[src/rtl/iirdf1_pkg.sv]
// iirdf1_pkg: shared types, constants and the microcode program for the
// direct form I IIR filter. Used by every module of the block.
`timescale 1ns / 1ps
`default_nettype none

package iirdf1_pkg;

  localparam int NUM_TAPS_DEF = 3;
  localparam int DEN_TAPS_DEF = 2;

  localparam int SAMPLE_W = 16;
  localparam int COEF_W   = 24;
  localparam int CFG_IDX_W = 3;
  localparam int MID_W    = 33;          // rounded sum, 25 fraction bits
  localparam int ACC_W    = 43;          // exact sum of products
  localparam int PROD_W   = MID_W + COEF_W;
  localparam int YQ_W     = PROD_W - 30; // result after the final rounding
  localparam int PC_W     = 4;

  localparam logic signed [COEF_W-1:0] COEF_ONE  = 24'sd1048576;
  localparam logic signed [COEF_W-1:0] COEF_ZERO = 24'sd0;

  typedef logic [PC_W-1:0] pc_t;

  typedef enum logic [CFG_IDX_W-1:0] {
    REG_B0  = 3'd0,
    REG_B1  = 3'd1,
    REG_B2  = 3'd2,
    REG_A1  = 3'd3,
    REG_A2  = 3'd4,
    REG_INV = 3'd5
  } cfg_idx_t;

  typedef struct packed {
    logic signed [COEF_W-1:0] b0;
    logic signed [COEF_W-1:0] b1;
    logic signed [COEF_W-1:0] b2;
    logic signed [COEF_W-1:0] a1;
    logic signed [COEF_W-1:0] a2;
    logic signed [COEF_W-1:0] inv_a0;
  } coef_t;

  typedef enum logic [1:0] {
    SRC_NONE,
    SRC_X,
    SRC_Y,
    SRC_MID
  } src_t;

  typedef enum logic [1:0] {
    ACC_NONE,
    ACC_ADD,
    ACC_SUB
  } acc_op_t;

  typedef enum logic [1:0] {
    COND_NONE,
    COND_NUM,
    COND_DEN
  } cond_t;

  typedef enum logic {
    SEQ_IDLE,
    SEQ_RUN
  } seq_state_t;

  // one control word of the program
  typedef struct packed {
    src_t    src;
    logic [1:0] tap;
    acc_op_t pend;
    cond_t   cond;
    pc_t     target;
    logic    mid_ld;
    logic    out_ld;
  } ctrl_t;

  localparam ctrl_t CTRL_NOP = '{SRC_NONE, 2'd0, ACC_NONE, COND_NONE, 4'd0, 1'b0, 1'b0};

  localparam pc_t PC_FB    = 4'd3;
  localparam pc_t PC_FLUSH = 4'd5;
  localparam pc_t PC_LAST  = 4'd8;

  function automatic ctrl_t mk_word(src_t src, logic [1:0] tap, acc_op_t pend,
                                    cond_t cond, pc_t target, logic mid_ld,
                                    logic out_ld);
    ctrl_t w;
    w.src    = src;
    w.tap    = tap;
    w.pend   = pend;
    w.cond   = cond;
    w.target = target;
    w.mid_ld = mid_ld;
    w.out_ld = out_ld;
    return w;
  endfunction

  // program: feed-forward taps, feedback taps, settle, round, scale, output
  function automatic ctrl_t ucode(pc_t pc);
    ctrl_t w;
    w = CTRL_NOP;
    unique case (pc)
      4'd0: w = mk_word(SRC_X, 2'd0, ACC_ADD, COND_NONE, 4'd0, 1'b0, 1'b0);
      4'd1: w = mk_word(SRC_X, 2'd1, ACC_ADD, COND_NUM, PC_FB, 1'b0, 1'b0);
      4'd2: w = mk_word(SRC_X, 2'd2, ACC_ADD, COND_NUM, PC_FB, 1'b0, 1'b0);
      4'd3: w = mk_word(SRC_Y, 2'd0, ACC_SUB, COND_NONE, 4'd0, 1'b0, 1'b0);
      4'd4: w = mk_word(SRC_Y, 2'd1, ACC_SUB, COND_DEN, PC_FLUSH, 1'b0, 1'b0);
      4'd5: w = CTRL_NOP;
      4'd6: w = mk_word(SRC_NONE, 2'd0, ACC_NONE, COND_NONE, 4'd0, 1'b1, 1'b0);
      4'd7: w = mk_word(SRC_MID, 2'd0, ACC_NONE, COND_NONE, 4'd0, 1'b0, 1'b0);
      4'd8: w = mk_word(SRC_NONE, 2'd0, ACC_NONE, COND_NONE, 4'd0, 1'b0, 1'b1);
      default: w = CTRL_NOP;
    endcase
    return w;
  endfunction

endpackage

`default_nettype wire

[src/rtl/iirdf1_seq.sv]
// iirdf1_seq: step counter and microcode sequencer with conditional skips.
// Depends on iirdf1_pkg for the program and the control word type.
`timescale 1ns / 1ps
`default_nettype none

module iirdf1_seq #(
  parameter int NUM_TAPS = iirdf1_pkg::NUM_TAPS_DEF,
  parameter int DEN_TAPS = iirdf1_pkg::DEN_TAPS_DEF
) (
  input  wire logic              clk,
  input  wire logic              rst,
  input  wire logic              start,
  input  wire logic              out_hold,
  output iirdf1_pkg::ctrl_t      ctrl,
  output logic                   busy
);
  import iirdf1_pkg::*;

  seq_state_t state, state_next;
  pc_t        pc, pc_next;
  ctrl_t      word;
  logic       taken;

  always_ff @(posedge clk) begin
    if (rst) begin
      state <= SEQ_IDLE;
      pc    <= '0;
    end else begin
      state <= state_next;
      pc    <= pc_next;
    end
  end

  always_comb begin
    word       = ucode(pc);
    state_next = state;
    pc_next    = pc;
    ctrl       = CTRL_NOP;
    taken      = 1'b0;
    unique case (word.cond)
      COND_NUM: taken = int'(word.tap) >= NUM_TAPS;
      COND_DEN: taken = int'(word.tap) >= DEN_TAPS;
      default:  taken = 1'b0;
    endcase
    unique case (state)
      SEQ_IDLE: begin
        if (start) begin
          state_next = SEQ_RUN;
          pc_next    = '0;
        end
      end
      SEQ_RUN: begin
        if (taken) begin
          pc_next = word.target;
        end else if (word.out_ld) begin
          // wait while the previous result still sits in the output register
          if (!out_hold) begin
            ctrl       = word;
            state_next = SEQ_IDLE;
            pc_next    = '0;
          end
        end else begin
          ctrl    = word;
          pc_next = pc + 1'b1;
        end
      end
      default: state_next = SEQ_IDLE;
    endcase
  end

  assign busy = (state == SEQ_RUN);

  a_start_idle: assert property (@(posedge clk) disable iff (rst)
    start |-> state == SEQ_IDLE) else $error("start while running");
  a_pc_range: assert property (@(posedge clk) disable iff (rst)
    state == SEQ_RUN |-> pc <= PC_LAST) else $error("step counter out of program");
  a_out_ends: assert property (@(posedge clk) disable iff (rst)
    ctrl.out_ld |=> state == SEQ_IDLE) else $error("sequencer ran past output step");

endmodule

`default_nettype wire

[src/rtl/iirdf1_dp.sv]
// iirdf1_dp: sample delay lines, shared multiplier, accumulator, rounding,
// saturation and output register. Depends on iirdf1_pkg.
`timescale 1ns / 1ps
`default_nettype none

module iirdf1_dp #(
  parameter int NUM_TAPS = iirdf1_pkg::NUM_TAPS_DEF,
  parameter int DEN_TAPS = iirdf1_pkg::DEN_TAPS_DEF
) (
  input  wire logic                                     clk,
  input  wire logic                                     rst,
  input  wire logic                                     start,
  input  wire logic signed [iirdf1_pkg::SAMPLE_W-1:0]   sample_in,
  input  wire iirdf1_pkg::ctrl_t                        ctrl,
  input  wire iirdf1_pkg::coef_t                        coef,
  input  wire logic                                     out_stall,
  output logic                                          out_valid,
  output logic signed [iirdf1_pkg::SAMPLE_W-1:0]        sample_out,
  output logic                                          saturated
);
  import iirdf1_pkg::*;

  logic signed [SAMPLE_W-1:0] xh [NUM_TAPS];
  logic signed [SAMPLE_W-1:0] yh [DEN_TAPS];

  logic signed [MID_W-1:0]  op_a;
  logic signed [COEF_W-1:0] op_b;
  logic signed [PROD_W-1:0] prod;
  acc_op_t                  pend;
  logic signed [ACC_W-1:0]  acc;
  logic signed [ACC_W-1:0]  acc_rnd;
  logic signed [MID_W-1:0]  mid;
  logic signed [PROD_W-1:0] y_rnd;
  logic signed [YQ_W-1:0]   y_q;
  logic signed [SAMPLE_W-1:0] y_sat;
  logic                     y_clip;

  // operand select for the shared multiplier
  always_comb begin
    op_a = '0;
    op_b = '0;
    case (ctrl.src)
      SRC_X: begin
        for (int i = 0; i < NUM_TAPS; i++) begin
          if (int'(ctrl.tap) == i) op_a = MID_W'(xh[i]);
        end
        case (ctrl.tap)
          2'd0:    op_b = coef.b0;
          2'd1:    op_b = coef.b1;
          2'd2:    op_b = coef.b2;
          default: op_b = '0;
        endcase
      end
      SRC_Y: begin
        for (int i = 0; i < DEN_TAPS; i++) begin
          if (int'(ctrl.tap) == i) op_a = MID_W'(yh[i]);
        end
        case (ctrl.tap)
          2'd0:    op_b = coef.a1;
          2'd1:    op_b = coef.a2;
          default: op_b = '0;
        endcase
      end
      SRC_MID: begin
        op_a = mid;
        op_b = coef.inv_a0;
      end
      default: begin
        op_a = '0;
        op_b = '0;
      end
    endcase
  end

  // round half up to 25 fraction bits, then to 15 after scaling
  always_comb begin
    acc_rnd = acc + ACC_W'(512);
    y_rnd   = prod + (PROD_W'(1) << 29);
    y_q     = y_rnd[PROD_W-1:30];
    y_clip  = 1'b0;
    y_sat   = y_q[SAMPLE_W-1:0];
    if (y_q > YQ_W'(32767)) begin
      y_sat  = 16'sh7fff;
      y_clip = 1'b1;
    end else if (y_q < -YQ_W'(32768)) begin
      y_sat  = -16'sh8000;
      y_clip = 1'b1;
    end
  end

  always_ff @(posedge clk) begin
    if (ctrl.src != SRC_NONE) prod <= op_a * op_b;
    if (ctrl.mid_ld) mid <= acc_rnd[ACC_W-1:10];
    if (start) begin
      acc <= '0;
    end else if (pend == ACC_ADD) begin
      acc <= acc + prod[ACC_W-1:0];
    end else if (pend == ACC_SUB) begin
      acc <= acc - prod[ACC_W-1:0];
    end
    if (ctrl.out_ld) begin
      sample_out <= y_sat;
      saturated  <= y_clip;
    end
  end

  always_ff @(posedge clk) begin
    if (rst) begin
      pend      <= ACC_NONE;
      out_valid <= 1'b0;
      for (int i = 0; i < NUM_TAPS; i++) xh[i] <= '0;
      for (int i = 0; i < DEN_TAPS; i++) yh[i] <= '0;
    end else begin
      pend <= ctrl.pend;
      if (ctrl.out_ld) begin
        out_valid <= 1'b1;
      end else if (!out_stall) begin
        out_valid <= 1'b0;
      end
      if (start) begin
        xh[0] <= sample_in;
        for (int i = 1; i < NUM_TAPS; i++) xh[i] <= xh[i-1];
      end
      // clipped value is the one fed back
      if (ctrl.out_ld) begin
        yh[0] <= y_sat;
        for (int i = 1; i < DEN_TAPS; i++) yh[i] <= yh[i-1];
      end
    end
  end

  a_no_overwrite: assert property (@(posedge clk) disable iff (rst)
    ctrl.out_ld |-> !(out_valid && out_stall)) else $error("result overwritten");
  a_acc_settled: assert property (@(posedge clk) disable iff (rst)
    ctrl.mid_ld |-> pend == ACC_NONE) else $error("rounding before sum settled");
  a_start_clean: assert property (@(posedge clk) disable iff (rst)
    start |-> pend == ACC_NONE && ctrl.src == SRC_NONE) else $error("start mid-item");

endmodule

`default_nettype wire

[src/rtl/iir_direct_form_one_filter.sv]
// iir_direct_form_one_filter: top level, coefficient registers, sequencer
// and datapath. Depends on iirdf1_pkg, iirdf1_seq and iirdf1_dp.
//
//   channel  direction  handshake              payload
//   input    in         in_valid / in_stall    sample_in
//   output   out        out_valid / out_stall  sample_out, saturated
//   config   in         cfg_we                 cfg_index, cfg_data
//
// an item's result is computed by a nine-step program that drives the one
// shared multiplier (five taps, settle, round, scale, output)
// in_stall stays high while the program runs; the next item is taken the
// cycle after the output step, so only one item runs through the program at a time
// a new item is taken while a result waits; its output step waits on out_stall
// rst is synchronous: delay lines clear, coefficients return to b0 = 1.0,
// inv_a0 = 1.0, others zero
`timescale 1ns / 1ps
`default_nettype none

module iir_direct_form_one_filter #(
  parameter int NUM_TAPS = iirdf1_pkg::NUM_TAPS_DEF,
  parameter int DEN_TAPS = iirdf1_pkg::DEN_TAPS_DEF
) (
  input  wire logic                                    clk,
  input  wire logic                                    rst,
  input  wire logic                                    in_valid,
  output logic                                         in_stall,
  input  wire logic signed [iirdf1_pkg::SAMPLE_W-1:0]  sample_in,
  output logic                                         out_valid,
  input  wire logic                                    out_stall,
  output logic signed [iirdf1_pkg::SAMPLE_W-1:0]       sample_out,
  output logic                                         saturated,
  input  wire logic                                    cfg_we,
  input  wire logic [iirdf1_pkg::CFG_IDX_W-1:0]        cfg_index,
  input  wire logic [iirdf1_pkg::COEF_W-1:0]           cfg_data
);
  import iirdf1_pkg::*;

  coef_t coef;
  ctrl_t ctrl;
  logic  busy;
  logic  start;
  logic  out_hold;

  always_ff @(posedge clk) begin
    if (rst) begin
      coef.b0     <= COEF_ONE;
      coef.b1     <= COEF_ZERO;
      coef.b2     <= COEF_ZERO;
      coef.a1     <= COEF_ZERO;
      coef.a2     <= COEF_ZERO;
      coef.inv_a0 <= COEF_ONE;
    end else if (cfg_we) begin
      case (cfg_index)
        REG_B0:  coef.b0     <= cfg_data;
        REG_B1:  coef.b1     <= cfg_data;
        REG_B2:  coef.b2     <= cfg_data;
        REG_A1:  coef.a1     <= cfg_data;
        REG_A2:  coef.a2     <= cfg_data;
        REG_INV: coef.inv_a0 <= cfg_data;
        default: ;
      endcase
    end
  end

  assign in_stall = busy;
  assign start    = in_valid && !busy;
  assign out_hold = out_valid && out_stall;

  iirdf1_seq #(
    .NUM_TAPS(NUM_TAPS),
    .DEN_TAPS(DEN_TAPS)
  ) u_seq (
    .clk      (clk),
    .rst      (rst),
    .start    (start),
    .out_hold (out_hold),
    .ctrl     (ctrl),
    .busy     (busy)
  );

  iirdf1_dp #(
    .NUM_TAPS(NUM_TAPS),
    .DEN_TAPS(DEN_TAPS)
  ) u_dp (
    .clk        (clk),
    .rst        (rst),
    .start      (start),
    .sample_in  (sample_in),
    .ctrl       (ctrl),
    .coef       (coef),
    .out_stall  (out_stall),
    .out_valid  (out_valid),
    .sample_out (sample_out),
    .saturated  (saturated)
  );

endmodule

`default_nettype wire

[config.mk]
export PLATFORM = sky130hd
export DESIGN_NAME = iir_direct_form_one_filter
export DESIGN_NICKNAME = d
export VERILOG_FILES = /design/src/rtl/iirdf1_pkg.sv /design/src/rtl/iirdf1_seq.sv /design/src/rtl/iirdf1_dp.sv /design/src/rtl/iir_direct_form_one_filter.sv
export SDC_FILE = /design/constraint.sdc
export NUM_CORES = 2
export LEC_CHECK = 0
export BUFFER_PORTS_ARGS = -buffer_cell sky130_fd_sc_hd__buf_4
export CORE_MARGIN = 3
export CORE_UTILIZATION = 30
export DETAILED_ROUTE_END_ITERATION = 6
export PLACE_DENSITY = 0.49
export SLEW_MARGIN = 20
export SYNTH_ARGS = -nofsm -noshare
export SYNTH_HDL_FRONTEND = slang
export SYNTH_SLANG_ARGS = --single-unit
[constraint.sdc]
create_clock -name clk -period 9.5 [get_ports clk]
set_clock_uncertainty 0.15 [all_clocks]
set_input_delay 0.95 -clock clk [delete_from_list [all_inputs] [get_ports clk]]
set_output_delay 0.95 -clock clk [all_outputs]
set_load 0.005 [all_outputs]
==> out/metrics.yaml <==
p_per_area_nw_per_um2: 88.1
worst_slew_pin_slew_ns: 1.18
cp.arrival_ns: 9.30
p_switching_uw: 1510
drc: 0
portBuffers: 66
nNetsFinal: 6673
crit_path_top_delay_cell: "fa_1"
seqPwrFrac_pct: 40.0
wl_per_cell_um: 19.5
fin_crit_sh_pct: 96.0
final_cell_area_um2: 55700
grt_max_degree: 106
fillers: 16000
grt_pass1_vias: 38800
cts_buffer_depth: 3
htreeDepth: 2
grt.busiest_layer: "met2"
hpwlAfterDp_um: 123000
finalWorstPathRequiredPeriod_ns: 9.12
path_class: "reg -> reg"
netlist_area_um2: 47100
maxCapViolCount: 0
min_path_cells: 2
num_vias: 37200
maxSlewHeadroom_pct: 20.8
path_max_fanout: 18
synth_async_sr_flop_share_pct: 0
startpoint_type: "flop"
path_depth: 36
synthFlopType: "dfxtp_1"
syn_inst: 5277
final_core_util_pct: 35.9
cts_hold_buf: 0
syn-mean-instance-area_um2: 8.92
design.die.area_um2: 162000
reg2regPathDepth: 36
setup_viol: 0
synth_edf_count: 187
cp.buffers_inverters: 10
clk_pin_slew_ns: 0.06
power_uw: 4900
dpl_cell_area_um2: 53800
gp_congestion: 0.901
p_sw_share_pct: 30.8
yosysWarningCount: 0
use_met1_pct: 25.5
antenna_found_initial: 5
chipWidth_um: 402
p_int_uw: 3390
rsz0062_at_grt: "yes"
p_comb_share_pct: 21.8
cts_tree: "yes"
critPathCaptureType: "flop"
fin_setup_tns_ns: 0
vias_per_cell: 4.84
hold_viol_final: 0
fmax_ghz: 0.110
overflow: 0
grt_pass1_wl_um: 235000
use_met3_pct: 1.85
grt_usage_pct: 18.7
syn_nets: 6337
use_met2_pct: 31.9
dr.pass1.iters: 7
cts.sinks: 393
die_y_um: 402
ys_seq_elements: 393
cpMostUsedCell: "fa_1"
area_growth_pct: 18.3
worstPathRequired_ns: 9.68
clk_latency_ns: 0.60
core_um2: 155000
status: "completed"
rows: 144
initial_core_util_pct: 30.4
io_pins: 67
ys_seq_area_share_pct: 20.7
p_leak_uw: 0.0251
drt_iter0_markers: 2586
ir_drop_v: 0.000130
root_buffer: "clkbuf_16"
layout-drive-gt1-share_pct: 12.6
ant_nets: 0
cts_made_buffers: 47
synth.distinct_cells: 85
clkPwrFrac_pct: 38.2
slowest_delay_ns: 0.58
cp_top_family: "adder cells"
slew_viol_final: 0
hold_class: "reg -> reg"
wl_um: 150000
antenna_cells: 0
[placed cells by master (no fill, tap or decap), types with 31 or more instances in the layout]
cell type / netlist / layout
inv_1: 970 / 969
buf_4: 0 / 472
clkbuf_16: 0 / 49
ha_1: 206 / 205
a22oi_1: 37 / 37
xnor2_1: 120 / 120
a222oi_1: 40 / 40
o21ai_0: 87 / 84
dfxtp_1: 206 / 206
edfxtp_1: 187 / 187
nand3_1: 63 / 62
a21o_1: 72 / 71
a21oi_1: 316 / 308
fa_1: 806 / 802
nor2_1: 362 / 359
and2_1: 130 / 129
buf_12: 0 / 74
nor3_1: 32 / 31
xor2_1: 64 / 64
nand2_1: 936 / 936
[sequential cells by signal (all words and copies together), names as in the netlist]
register / count
coef: 144
u_dp.prod: 57
u_dp.xh: 48
u_dp.acc: 43
u_dp.mid: 33
u_dp.yh: 32
u_dp.sample_out: 16
u_seq.word: 11
u_seq.pc: 4
u_dp.pend: 2
u_dp.out_valid: 1
u_dp.saturated: 1
u_seq.busy: 1
[synthesized netlist by cell type, drive strengths merged (9+ instances only)]
cell type	number	area, um^2
inv	970	3640
nand2	937	3520
fa	806	16100
nor2	362	1360
a21oi	318	1600
clkbuf	211	793
dfxtp	206	4120
ha	206	2580
edfxtp	187	5620
and2	131	820
xnor2	120	1050
o21ai	110	551
a21o	72	541
nand3	64	325
xor2	64	561
buf	53	283
a222oi	40	400
a22oi	37	278
nor3	32	160
o21a	29	218
nand4	26	163
a22o	25	219
and3	23	145
nand2b	22	138
a31oi	18	113
nor4	17	136
o21bai	17	131
nor2b	15	93.8
o221ai	15	131
a211oi	14	105
or3	9	56.3
[power groups by stage]
| stage | Clock (uW) | Combinational (uW) | Sequential [uW] |
|---|---|---|---|
| 6_report | 1870 | 1070 | 1960 |
| 5_1_grt | 1990 | 1170 | 1970 |
| 4_1_cts | 1920 | 1060 | 1960 |
| 3_5_place_dp | 0 | 1050 | 2000 |
| 3_3_place_gp | 0 | 1050 | 2000 |
| 2_1_floorplan | 0 | 663 | 1960 |
[logic make-up (layout without fill, tap and decap cells)]
logic type	count (synthesis)	in the layout	synth area share, %
AND/OR/NAND/NOR	1683	1683	15.5
buffers and inverters	1234	1609	10.0
adder cells (fa/ha/maj)	1012	1012	39.8
AO/OA/AOI/OAI	760	760	10.3
flip-flops	393	393	20.7
XOR/XNOR	184	184	3.42
multiplexers	11	11	0.242
[metrics by stage]
stage | hold WS, ns | worst slack (ns) | cells
final | 0.305 | 0.383 | 7696
after floorplan | 0.286 | 0.0484 | 5277
after CTS | 0.304 | 0.00664 | 7689
after detailed placement | 0.296 | -0.251 | 7601
after global routing | 0.319 | -0.0532 | 7696
after global placement | 0.292 | -0.391 | 7601
[cell type report]
class | count | area [um^2] | share of cell area (%)
timing repair buffer | 551 | 5080 | 9.14
clock inverter | 16 | 199 | 0.357
multi-input combinational | 3650 | 33000 | 59.3
inverter | 970 | 3640 | 6.54
clock buffer | 72 | 1420 | 2.54
tap | 2044 | 2560 | 4.60
sequential | 393 | 9740 | 17.5
[worst reg2reg max path: cells and delay by family (launching register included)]
kind                     cells  cell delay (ns)
AO/OA/AOI/OAI                8             1.62
buffers and inverters       10             1.18
AND/OR/NAND/NOR              8             1.35
adder cells (fa/ha/maj)      9             4.06
XOR/XNOR                     1             0.13
flip-flops                   1             0.35
[worst paths after layout]
check	slack (ns)	to	start
setup / recovery	0.38	u_dp.prod[56]$_DFFE_PP_	u_seq.word[6]$_SDFF_PP0_
hold / removal	0.30	coef[43]$_SDFFE_PP0P_	coef[43]$_SDFFE_PP0P_
setup reg to reg	0.38	u_dp.prod[56]$_DFFE_PP_	u_seq.word[6]$_SDFF_PP0_
hold reg to reg	0.30	coef[43]$_SDFFE_PP0P_	coef[43]$_SDFFE_PP0P_
[routing by layer]
layer / share of wire [%] / wire length, um
met1: 44 / 65800
met2: 49 / 73200
met3: 4.9 / 7370
met4: 2.5 / 3680
met5: 0 / 0
[what timing repair did]
item,CTS,global route
setup buffers,0,7
resized for setup,2,36
endpoints found under the hold margin,0,0
gates cloned,0,0
pin swaps,0,14
setup endpoints to repair,2,16
(Power assumes the default switching activity.)
